**src/hw/rtl/kmst_pkg.sv**
```systemverilog
// Shared types and constants for the keyed max score table.
package kmst_pkg;

   // Field widths of the key, value and result count.
   localparam int KEY_LO_W  = 64;
   localparam int KEY_HI_W  = 24;
   localparam int KEY_W     = KEY_LO_W + KEY_HI_W;
   localparam int KEY_BYTES = KEY_W / 8;
   localparam int VALUE_W   = 32;
   localparam int USED_W    = 5;
   localparam int CMD_W     = 2;

   // Command codes.
   localparam logic [CMD_W-1:0] CMD_QUERY  = 2'd0;
   localparam logic [CMD_W-1:0] CMD_SUBMIT = 2'd1;
   localparam logic [CMD_W-1:0] CMD_CLEAR  = 2'd2;

   // Lookup token that travels down the row of cells.
   typedef struct packed {
      logic                do_submit;
      logic [KEY_LO_W-1:0] key_lo;
      logic [KEY_HI_W-1:0] key_hi;
      logic [VALUE_W-1:0]  value;
      logic                found;
      logic                accepted;
      logic                append;
      logic [VALUE_W-1:0]  stored;
   } probe_type;

endpackage

```
**src/hw/rtl/kmst_norm.sv**
```systemverilog
// Key normalization: keeps the first KEY_CHARS characters and zeroes everything after a NUL.
module kmst_norm #(
   parameter int KEY_CHARS = 11
) (
   input  logic [kmst_pkg::KEY_LO_W-1:0] raw_lo,
   input  logic [kmst_pkg::KEY_HI_W-1:0] raw_hi,
   output logic [kmst_pkg::KEY_LO_W-1:0] norm_lo,
   output logic [kmst_pkg::KEY_HI_W-1:0] norm_hi
);
   import kmst_pkg::*;

   logic [KEY_W-1:0] raw_key;
   logic [KEY_W-1:0] norm_key;

   assign raw_key = {raw_hi, raw_lo};

   // Walk the characters in order; once a NUL is seen, all later characters read as zero.
   always_comb begin
      logic       ended;
      logic [7:0] chr;
      ended    = 1'b0;
      norm_key = '0;
      for (int i = 0; i < KEY_BYTES; i++) begin
         chr = raw_key[8*i +: 8];
         if (i >= KEY_CHARS || ended) begin
            chr = 8'd0;
         end
         if (chr == 8'd0) begin
            ended = 1'b1;
         end
         norm_key[8*i +: 8] = chr;
      end
   end

   assign norm_lo = norm_key[KEY_LO_W-1:0];
   assign norm_hi = norm_key[KEY_W-1:KEY_LO_W];

endmodule

```
**config.mk**
```make
export PLATFORM = sky130hd
export DESIGN_NAME = kmst_norm
export DESIGN_NICKNAME = d
export VERILOG_FILES = /design/src/hw/rtl/kmst_pkg.sv /design/src/hw/rtl/kmst_norm.sv
export SDC_FILE = /design/constraint.sdc
export NUM_CORES = 1
export LEC_CHECK = 0
export BUFFER_PORTS_ARGS = -buffer_cell sky130_fd_sc_hd__buf_2
export CAP_MARGIN = 20
export CORE_AREA = 5 5 67 69
export DETAILED_ROUTE_END_ITERATION = 8
export DIE_AREA = 0 0 72 74
export PLACE_DENSITY = 0.82
export SYNTH_ARGS = -nofsm -noshare
export SYNTH_HDL_FRONTEND = slang
export SYNTH_SLANG_ARGS = --single-unit
```
**constraint.sdc**
```tcl
create_clock -name vclk -period 1.8
set_clock_uncertainty 0.2 [all_clocks]
set_input_delay 0.36 -clock vclk [all_inputs]
set_output_delay 0.36 -clock vclk [all_outputs]
set_load 0.02 [all_outputs]
```
# == Yosys cells after proc, flatten, opt, wreduce, memory -nomap -nowiden ==
# Cells that the tools add are included.
# totals
ff_bits,0
input_bits,88
output_inout_bits,88
elab_cells,30
# op_classes
mux,20
n_reduce_logical,10
# op_table
operator,count
8-bit logical NOT,10
8-bit two-way mux,10
1-bit two-way mux,10

# == Logic depth before layout (Yosys ltp) ==
# logic_depth
depth_word,30
ltp_mapped,6
mapped_depth_nobuf,4

# == Worst setup path before layout ==
# Ideal clock, no wire load.
# synth_timing
path_kind,input -> output
startpoint,input raw_lo[61] (netlist name)
endpoint,output norm_hi[16] (netlist name)
arrival_time_ps,1523
required_time_ps,1240
path_slack_ps,-283
cell_stages,4
n_path_buf,0
path_cell_list,nor4_1 > nand2_1 > nand4_1 > nor4_1
# synth_via
elab_chain_cells,10
# synth_lines
element,line,source
"start, declared",kmst_norm.sv:5,"input logic [kmst_pkg::KEY_LO_W-1:0] raw_lo,"
8-bit two-way mux (*),kmst_norm.sv:25,if (i >= KEY_CHARS || ended) begin
8-bit logical NOT (*),kmst_norm.sv:28,if (chr == 8'd0) begin
1-bit two-way mux (*),kmst_norm.sv:28,
8-bit two-way mux,kmst_norm.sv:25,
8-bit logical NOT,kmst_norm.sv:28,
1-bit two-way mux (*),kmst_norm.sv:28,
8-bit two-way mux,kmst_norm.sv:25,
8-bit logical NOT,kmst_norm.sv:28,
1-bit two-way mux (*),kmst_norm.sv:28,
8-bit two-way mux (*),kmst_norm.sv:25,
"end, declared",kmst_norm.sv:8,output logic [kmst_pkg::KEY_HI_W-1:0] norm_hi
# Every way passes the cells marked *; elsewhere a longest branch is shown, timed or not.

# == Final worst setup path ==
# layout_timing
startpoint,input raw_lo[0] (netlist name)
endpoint,output norm_lo[38] (netlist name)
# layout_via
elab_chain_cells,12
# layout_lines
element,line,source
8-bit logical NOT (*),kmst_norm.sv:28,
1-bit two-way mux (*),kmst_norm.sv:28,
8-bit two-way mux,kmst_norm.sv:25,
8-bit logical NOT,kmst_norm.sv:28,
1-bit two-way mux (*),kmst_norm.sv:28,
8-bit two-way mux,kmst_norm.sv:25,
8-bit logical NOT,kmst_norm.sv:28,
1-bit two-way mux (*),kmst_norm.sv:28,
8-bit two-way mux,kmst_norm.sv:25,
8-bit logical NOT,kmst_norm.sv:28,
1-bit two-way mux (*),kmst_norm.sv:28,
8-bit two-way mux (*),kmst_norm.sv:25,
"end, declared",kmst_norm.sv:7,"output logic [kmst_pkg::KEY_LO_W-1:0] norm_lo,"
# Marked as above.

==> results.ini <==
[outcome]
status=finished, violations left
violations=setup timing

[floorplanning]
fp.dieW_um=72
start_util_pct=27.7
die_area_um2=5330
die_h_um=74
core-area_um2=3860
ios=176
fp-row-count=23

[cells_and_area]
mostFrequentLayoutCells=buf_2 (79), buf_6 (62), buf_4 (53), nor4_4 (31), inv_1 (24)
synthToLayoutAreaGrowth_pct=223
layout_commonest_cell=buf_2
nNetsFinal=464
clkbuf_count=0
drive_gt1_share_pct=80.7
ff_latch_area_um2=0
n_antenna_cell=0
final_cells=424
seq_cell_count=0

[place]
io_buffer_count=176
finalWeightedCongestion=0.822
dp_hpwl_um=4870
place_inst=412

[power_and_ir_drop]
pwr_density_cell_nw_per_um2=237
p_leak_nw=1.74
peakVddDrop_uv=191

[synth]
synth_top_cell_by_area=nor4_1
synthCells=186
synth_cell_types=18
synth_area_um2=1070
synth_warnings=0
ys_seq_area_share_pct=0
avgSynthCellArea_um2=5.74
synthesis.nets=274
synth_top_area_share_pct=23.4
netlist_top_cells_area=nor4_1 (23%), nor3_1 (11%), and2_1 (9.4%), and3_1 (9.4%), inv_1 (8.4%)

[drt]
remaining_drc_errors=0
wl_per_cell_um=20.5
drt_iter0_drc=133
viasPerCell=5.56
first_pass_iters=4
ant_nets=0
vias=2357
wl_um=8690

[global_routing]
grt_util_all_layers_pct=27.7
grt_start_max_net_pins=21
grt-ovfl-total=0
grt_pass1_wl_um=11800
grt_pass1_vias=2330
antenna_found_initial=0

[timing]
timing.final.crit_share_pct=117
final-setup-viol-count=80
fin_setup_tns_ns=-21.22
period_needed_ns=2.11
setup_ws_ns=-0.307
finalHoldViolCount=0
worst_pin_slew_ns=0.298
rsz0062_at_grt=yes
fmax_ghz=0.475
drv_slew=0
relSlewSlack_pct=79.9

[worst_setup_path]
crit_required_ns=1.24
crit_arrival_ns=1.55
path_class=in -> out
endpoint_kind=primary output
cp_max_fo=8
startpoint_type=input port

[min_path]
whs_endpoint=norm_lo[0]
min_path_cells=2
min-delay-start=raw_lo[0]
min_path_type=in -> out

[clock_tree]
cts_hold_buf=0

[job]
drv_cap=0

-- critical path: stages --
cell and delay (ns):
buf_6 0.10, nor4_4 0.31, nand2_2 0.14, buf_6 0.16, and4_4 0.20, and2_4 0.15
buf_6 0.12
-- worst max-delay path by stage --
| stage | start | to | slack (ns) |
|---|---|---|---|
| 6_report | raw_lo[0] | norm_lo[38] | -0.31 |
| 3_5_place_dp | raw_lo[12] | norm_lo[32] | -0.38 |
| 2_1_floorplan | raw_lo[60] | norm_hi[16] | -0.19 |
| 3_3_place_gp | raw_lo[12] | norm_lo[35] | -0.34 |
| 4_1_cts | raw_lo[27] | norm_hi[23] | -0.26 |
| 5_1_grt | raw_lo[15] | norm_hi[5] | -0.37 |
-- where the power goes --
| part | leakage [nW] | switching (mW) | internal [mW] |
|---|---|---|---|
| combinational | 1.74 | 0.406 | 0.414 |
| clock | 0 | 0 | 0 |
| sequential | 0 | 0 | 0 |
-- synth_stat cells (all sizes together) --
| cell | number |
|---|---|
| nand3 | 11 |
| buf | 19 |
| inv | 24 |
| nand4 | 1 |
| and4 | 1 |
| nor4 | 44 |
| nor3 | 24 |
| nand2 | 28 |
| and2 | 17 |
| and3 | 16 |
| clkbuf | 1 |
-- logic make-up after synthesis --
family        after synthesis  synth area share (%)
buf+inv                    44                  21.9
simple gates              142                  78.1
-- area by class of cell --
| type | count | area [um2] |
|---|---|---|
| Fill cell | 200 | 400 |
| Inverter | 24 | 90.1 |
| Multi-Input combinational cell | 142 | 1530 |
| Tap cell | 50 | 62.6 |
| Timing Repair Buffer | 208 | 1780 |
-- stage by stage --
| step | instance area (um2) | utilization, % | hold slack (ns) | power [mW] | setup slack [ns] |
|---|---|---|---|---|---|
| 4_1_cts | 3270 | 84.9 | 0.755 | 0.748 | -0.257 |
| 6_report | 3460 | 89.6 | 0.757 | 0.820 | -0.307 |
| 3_5_place_dp | 2440 | 63.4 | 0.768 | 0.571 | -0.379 |
| 2_1_floorplan | 1420 | - | 0.631 | 0.327 | -0.189 |
| 3_3_place_gp | 2440 | 63.4 | 0.765 | 0.561 | -0.344 |
| 5_1_grt | 3460 | 89.6 | 0.766 | 0.857 | -0.371 |
-- per-layer routing --
layer	up-vias	track usage [%]	wire [um]	part of all wire, %
met2	141	54.4	5060	58
met3	36	3.78	547	6.3
met1	1131	29.1	2750	32
met5	-	0	0	0
li1	1049	-	-	-
met4	0	12.5	330	3.8
-- what timing repair did --
item                       in CTS  in global routing
cloned                          4                  1
setup buffers                   5                  2
setup endpoints to repair      80                 80
pin swaps                      45                 19
resized for setup             176                 38
Power figures use the tool's default switching activity.
