$ cat config.mk
export PLATFORM = sky130hd
export DESIGN_NAME = kmst_cell
export DESIGN_NICKNAME = d
export VERILOG_FILES = /design/src/hw/rtl/kmst_pkg.sv /design/src/hw/rtl/kmst_cell.sv
export SDC_FILE = /design/constraint.sdc
export NUM_CORES = 1
export LEC_CHECK = 0
export BUFFER_PORTS_ARGS = -buffer_cell sky130_fd_sc_hd__buf_2
export CORE_ASPECT_RATIO = 0.9
export CORE_MARGIN = 8
export CORE_UTILIZATION = 25
export CTS_CLUSTER_SIZE = 16
export DETAILED_ROUTE_END_ITERATION = 12
export PLACE_DENSITY = 0.53
export SLEW_MARGIN = 20
export SYNTH_ARGS = -nofsm -noshare
export SYNTH_HDL_FRONTEND = slang
export SYNTH_SLANG_ARGS = --single-unit
$ cat constraint.sdc
create_clock -name clock -period 4.8 [get_ports clock]
set_input_delay 0.48 -clock clock [delete_from_list [all_inputs] [get_ports clock]]
set_output_delay 0.48 -clock clock [all_outputs]
set_load 0.02 [all_outputs]
$ cat src/hw/rtl/kmst_pkg.sv
// Shared types and constants for the keyed max score table.
package kmst_pkg;

   // Field widths of the key, value and result count.
   localparam int KEY_LO_W  = 64;
   localparam int KEY_HI_W  = 24;
   localparam int KEY_W     = KEY_LO_W + KEY_HI_W;
   localparam int KEY_BYTES = KEY_W / 8;
   localparam int VALUE_W   = 32;
   localparam int USED_W    = 5;
   localparam int CMD_W     = 2;

   // Command codes.
   localparam logic [CMD_W-1:0] CMD_QUERY  = 2'd0;
   localparam logic [CMD_W-1:0] CMD_SUBMIT = 2'd1;
   localparam logic [CMD_W-1:0] CMD_CLEAR  = 2'd2;

   // Lookup token that travels down the row of cells.
   typedef struct packed {
      logic                do_submit;
      logic [KEY_LO_W-1:0] key_lo;
      logic [KEY_HI_W-1:0] key_hi;
      logic [VALUE_W-1:0]  value;
      logic                found;
      logic                accepted;
      logic                append;
      logic [VALUE_W-1:0]  stored;
   } probe_type;

endpackage

$ cat src/hw/rtl/kmst_cell.sv
// One table entry: holds a key and its best value, checks and updates the passing lookup token.
module kmst_cell #(
   parameter int IDX   = 0,
   parameter int CNT_W = 5
) (
   input  logic                clock,
   input  logic                reset,
   input  logic [CNT_W-1:0]    count,
   input  logic                in_valid,
   input  kmst_pkg::probe_type in_probe,
   output logic                out_valid,
   output kmst_pkg::probe_type out_probe
);
   import kmst_pkg::*;

   logic [KEY_LO_W-1:0] key_lo_ff;
   logic [KEY_HI_W-1:0] key_hi_ff;
   logic [VALUE_W-1:0]  value_ff;
   logic                valid_ff;
   probe_type           probe_ff;
   probe_type           probe_in;
   logic                in_use;
   logic                is_free;
   logic                key_match;
   logic                write_key;
   logic                write_value;

   // This cell is occupied below the fill count and is the append slot at the fill count.
   assign in_use    = count > CNT_W'(IDX);
   assign is_free   = count == CNT_W'(IDX);
   assign key_match = in_use && (key_lo_ff == in_probe.key_lo) && (key_hi_ff == in_probe.key_hi);

   // Update the token and decide whether this entry is written.
   always_comb begin
      probe_in    = in_probe;
      write_key   = 1'b0;
      write_value = 1'b0;
      if (in_valid && !in_probe.found) begin
         if (key_match) begin
            probe_in.found = 1'b1;
            if (in_probe.do_submit && (in_probe.value > value_ff)) begin
               write_value       = 1'b1;
               probe_in.accepted = 1'b1;
               probe_in.stored   = in_probe.value;
            end else begin
               probe_in.stored = value_ff;
            end
         end else if (is_free && in_probe.do_submit && (in_probe.value != '0)) begin
            write_key         = 1'b1;
            write_value       = 1'b1;
            probe_in.found    = 1'b1;
            probe_in.accepted = 1'b1;
            probe_in.append   = 1'b1;
            probe_in.stored   = in_probe.value;
         end
      end
   end

   // Entry storage; contents are undefined until the first append.
   always_ff @(posedge clock) begin
      if (write_key) begin
         key_lo_ff <= in_probe.key_lo;
         key_hi_ff <= in_probe.key_hi;
      end
      if (write_value) begin
         value_ff <= in_probe.value;
      end
      probe_ff <= probe_in;
   end

   // Token valid moves one cell per cycle.
   always_ff @(posedge clock) begin
      if (reset) begin
         valid_ff <= 1'b0;
      end else begin
         valid_ff <= in_valid;
      end
   end

   assign out_valid = valid_ff;
   assign out_probe = probe_ff;

endmodule

# Word level (Yosys, flattened, before mapping)
# Cells that the tools add are included.
[totals]
ff_bits = 277
input_bits = 164
output_inout_bits = 157
[op_classes]
magnitude_cmp = 2
eq_ne = 2
n_mux = 13
reduce_logical = 9
[ops]
columns = ["operator", "n"]
rows = [
  ["35-bit 2-to-1 mux", 2],
  ["64-bit == test", 1],
  ["32-bit 2-to-1 mux", 2],
  ["32-bit greater-than comparator", 1],
  ["32-bit nonzero test", 1],
  ["24-bit == test", 1],
  ["1-bit 2-to-1 mux", 8],
  ["1-bit logical AND", 6],
  ["5-bit by 1-bit greater-than comparator with 1-bit output, second input constant", 1],
  ["5-bit logical NOT", 1],
  ["2-bit 2-to-1 mux", 1],
  ["1-bit logical NOT", 1],
]

# Depth between registers and ports, before layout
[logic_depth]
depth_word = 6
depth_mapped = 10
depth_no_buf = 9

# Worst setup path before layout
# Ideal clock, no wire load.
[synth_timing]
path_kind = "input-to-reg"
start = "in count[0]"
end = "reg key_hi_ff[0] (enable)"
setup_ps = 442
arrival_time_ps = 3480
t_required_ps = 4358
setup_slack_ps = 878
path_stages = 7
n_path_buf = 2
path_cell_list = "or4_1 -> nor2_1 -> o211ai_1 -> or2_1 -> buf_2 -> buf_2 -> inv_1"
[synth_between]
elab_chain_len = 6
elab_cells_between_ends = 9
classes_between = "1 x order compare; 3 x mux; 5 x reduce/logical"
[synth_lines]
columns = ["element", "line_no", "source"]
rows = [
  ["start: declaration", "kmst_cell.sv:8", "input logic [CNT_W-1:0] count,"],
  ["branches (longest 4 deep; another with 5-bit by 1-bit greater-than comparator with 1-bit output)", "n/a", ""],
  ["1-bit 2-to-1 mux *", "kmst_cell.sv:39", "if (key_match) begin"],
  ["1-bit 2-to-1 mux *", "kmst_cell.sv:38", "if (in_valid && !in_probe.found) begin"],
  ["net write_key", "kmst_cell.sv:25", "logic write_key;"],
  ["end signal: assignment", "kmst_cell.sv:63", "key_hi_ff <= in_probe.key_hi;"],
  ["end: declaration", "kmst_cell.sv:17", "logic [KEY_HI_W-1:0] key_hi_ff;"],
]
# Mark *: on every way through the listed nets, which the timed path passes.
# A chain may end at the register's enable or synchronous reset.

# Worst setup path after layout
[layout_timing]
start = "reg value_ff[27]"
end = "reg value_ff[26] (enable)"
[layout_between]
elab_chain_len = 5
[layout_lines]
columns = ["element", "line_no", "source"]
rows = [
  ["start: declaration", "kmst_cell.sv:18", "logic [VALUE_W-1:0] value_ff;"],
  ["start signal: assignment", "kmst_cell.sv:66", "value_ff <= in_probe.value;"],
  ["32-bit greater-than comparator", "kmst_cell.sv:41", "if (in_probe.do_submit && (in_probe.value > value_ff)) begin"],
  ["1-bit logical AND", "kmst_cell.sv:41", ""],
  ["1-bit 2-to-1 mux", "kmst_cell.sv:41", ""],
  ["1-bit 2-to-1 mux", "kmst_cell.sv:39", ""],
  ["1-bit 2-to-1 mux", "kmst_cell.sv:38", ""],
]
# Every way passes these cells.

==> results.md <==
- Critical path data required time: between 4 and 5 ns
- Met1 Use GR: between 10% and 20%
- Sequential fraction of the synthesis area: a little over two thirds
- Post-synthesis area per instance: between 10 and 15 sq um
- Internal Dissipation: approximately 4 mW
- Worst relative slew slack: between 40% and 50%
- Final estimated routing congestion in global placement: 0.723
- Number of cells produced by synthesis: 655
- Worst slack on hold paths: roughly 0.054 ns
- P per Cell Area: ~420 mW/mm^2
- Source-to-sink clock delay at the later pin of the worst-skew pair: 0.56 ns
- Static Leak: between 5 and 6 nW
- Clock tree from TritonCTS: built
- Share of layout cells above drive strength 1: between 30% and 40%
- Ports placed on the boundary: 321
- PortBufs: 320
- Peak ir drop on the vdd network: about 0.26 mV
- Number of clock buffers inserted by TritonCTS: 31
- Area inside the core boundary: 0.0379 sq mm
- Total routing usage reported by global routing: around 11%
- Routed WL per cell: ~17 um
- Largest fanout on the critical path: between 60 and 70
- Residual DRC count: 0
- Number of buffers between clock root and the deepest sink: 3
- Die extent in x: roughly 220 um
- Remaining global-route overflow: 0
- Highest clock rate: around 320 MHz
- Count of cell types in the netlist: between 40 and 50
- Antenna violations before repair: 4
- # resized after CTS: 0
- Min-delay src: in_probe[95]
- Final worst-path cycle share: between 60% and 70%
- Run status: finished, final reports clean
- Routed Wire Length: between 20000 and 30000 um
- Clock-pin transition on the worst setup and hold timing paths: 0.06 ns
- Netlist area before placement: 0.00954 sq mm
- Largest clock skew in the final design: 0.0152 ns
- Layout Area Growth over Synthesis: 33.6%
- Transition at the pin with the smallest max-transition slack: ~0.78 ns
- Total negative setup slack: 0 ns
- Final net count: 1195
- Endpoint kind of the worst setup timing path: flip-flop
- RSZ-0062 raised after global routing: no
- Net Switching: ~1.2 mW
- Post-synth net total: about 850
- Overall die area: 0.0447 sq mm
- Highest-count cells in the layout ignoring fill and taps: sky130_fd_sc_hd__buf_2, sky130_fd_sc_hd__dfxtp_1, sky130_fd_sc_hd__edfxtp_1
- Clk pwr share: 44.9%
- Critical Path Source: value_ff[27]
- Post-DRT Antenna Nets: 0
- Worst min-delay path class: in -> reg
- Clock sink count: about 280
- Height of the die: slightly above 200 um
- Number of global-route vias before repair: roughly 6700
- Hold bufs inserted after CTS: 0
- Maxcap violations: 0
- Detailed-route vias per instance: around 4.1
- Met2 global-route usage: approximately 18%
- Arrival time at the worst endpoint: approximately 3.3 ns
- Iteration-0 DRC Markers: 262
- Seq cells post-synth: 277
- Clock tree root driver cell: sky130_fd_sc_hd__clkbuf_16
- Leading cell type in the layout, fill and taps excluded: sky130_fd_sc_hd__buf_2
- Global route hottest layer: met2
- Count of final hold-check violations: 0
- Share of power burned in combinational logic: between 7 and 8%
- Dpl hpwl: between 15000 and 20000 um
- Pin count of the biggest net entering global routing: 77
- Cell row count: 68
- Final slew viol count: 0
- Wire length of the first global-routing pass: roughly 39000 um
- Iteration count of the initial detailed-routing pass: 6
- Min Tclk post-route: 3.14 ns
- Routed vias: 6233
- Htree depth: 1
- Switching Share: between 20 and 25%
- Startpoint-to-endpoint class of the critical path: reg -> reg
- Part of the power in registers: a little under half
- Setup repair bufs after CTS: 0
- Number of setup violations in the final report: 0
- Reg-to-reg critical path startpoint: value_ff[27]
- Effective utilization at floorplan: ~25%
- Critical Path Source Type: flip-flop
- Ys Warns: 0
- Met3 GRT Util: 3.46%
[path summary, 6_finish.rpt]
check,endpoint,slack (ns),depth (start not counted)
min reg2reg,out_probe[14],0.50,1
min,out_probe[95],0.05,1
max reg2reg,value_ff[26],1.66,9
max,value_ff[26],1.66,9
[synthesized netlist by cell type (all sizes together)]
| master | n | share of area (%) |
|---|---|---|
| inv | 35 | 1.4 |
| dfxtp | 157 | 33 |
| a21boi | 2 | 0.16 |
| edfxtp | 120 | 38 |
| xor2 | 63 | 5.8 |
| nor4 | 30 | 2.6 |
| or4 | 1 | 0.079 |
| nand3b | 1 | 0.079 |
| ha | 32 | 4.2 |
| nand2 | 40 | 1.6 |
| a22oi | 2 | 0.16 |
| nor3 | 3 | 0.21 |
| a2111o | 1 | 0.12 |
| nand4 | 19 | 1.5 |
| and4b | 1 | 0.10 |
| xnor2 | 25 | 2.3 |
| nor4b | 1 | 0.092 |
| or2 | 2 | 0.13 |
| nor2b | 2 | 0.13 |
| a221oi | 1 | 0.092 |
| nand4b | 3 | 0.28 |
| nor2 | 37 | 1.5 |
| buf | 14 | 1.2 |
| nand4bb | 1 | 0.12 |
| a21o | 1 | 0.079 |
| nand3 | 4 | 0.34 |
| or2b | 1 | 0.092 |
| o31ai | 1 | 0.22 |
| nand2b | 1 | 0.066 |
| o21ai | 5 | 0.26 |
| a21oi | 14 | 0.73 |
| o211ai | 2 | 0.16 |
| a31oi | 1 | 0.22 |
| a221o | 32 | 3.4 |
[worst max-delay path, stage by stage, from the launching register on]
cell,delay (ns)
sky130_fd_sc_hd__edfxtp_1,0.35
sky130_fd_sc_hd__inv_1,0.05
sky130_fd_sc_hd__ha_1,0.30
sky130_fd_sc_hd__nand4_1,0.19
sky130_fd_sc_hd__nor4_2,0.47
sky130_fd_sc_hd__nand3b_1,0.19
sky130_fd_sc_hd__a31oi_4,0.23
sky130_fd_sc_hd__nor2_2,0.07
sky130_fd_sc_hd__o31ai_4,0.23
sky130_fd_sc_hd__buf_4,0.66
[area by class of cell]
class,instances,area [sq um]
Inverter,35,133
Clock inverter,12,128
Fill cell,3778,25200
Antenna cell,1,2.50
Clock buffer,45,922
Multi-Input combinational cell,329,2550
Sequential cell,277,6750
Tap cell,490,613
Timing Repair Buffer,325,1650
[kinds of logic after synthesis]
group / share of synthesized area, %
DFF: 70.7
and+or+nand+nor: 8.88
xor gates and xnor gates: 8.08
AOI/OAI and AO/OA: 5.56
buffers and inverters: 2.53
adders and majority gates: 4.20
[stage by stage]
step	worst slack, ns	total power, mW	instances	instance area [sq um]	util [%]
after floorplan	0.878	2.78	655	9540	-
after CTS	1.66	5.43	1513	12700	33.6
final	1.66	5.33	1514	12700	33.6
after detailed placement	1.45	3.00	1456	11700	30.8
after global routing	1.47	5.54	1514	12700	33.6
after global placement	1.46	2.99	1456	11700	30.8
[registers in the layout, indices dropped and copies added (netlist names)]
name	cells
out_probe	156
key_lo_ff	64
value_ff	32
key_hi_ff	24
out_valid	1
[layer usage]
metal  up-vias  wire length [um]  part of all wire, %
met5         -                26                 0.10
met4         4               668                  2.6
met3        46              1630                  6.5
met2       191             11800                   47
met1      2934             11100                   44
li1       3058                 -                    -
[power by group through the flow]
stage	sequential, mW	combinational (mW)	clock [mW]
final	2.55	0.390	2.40
after global routing	2.55	0.425	2.57
after CTS	2.55	0.400	2.48
after detailed placement	2.60	0.399	0
after global placement	2.60	0.395	0
after floorplan	2.69	0.0879	0
No activity file was read; power rests on OpenSTA's default activity.
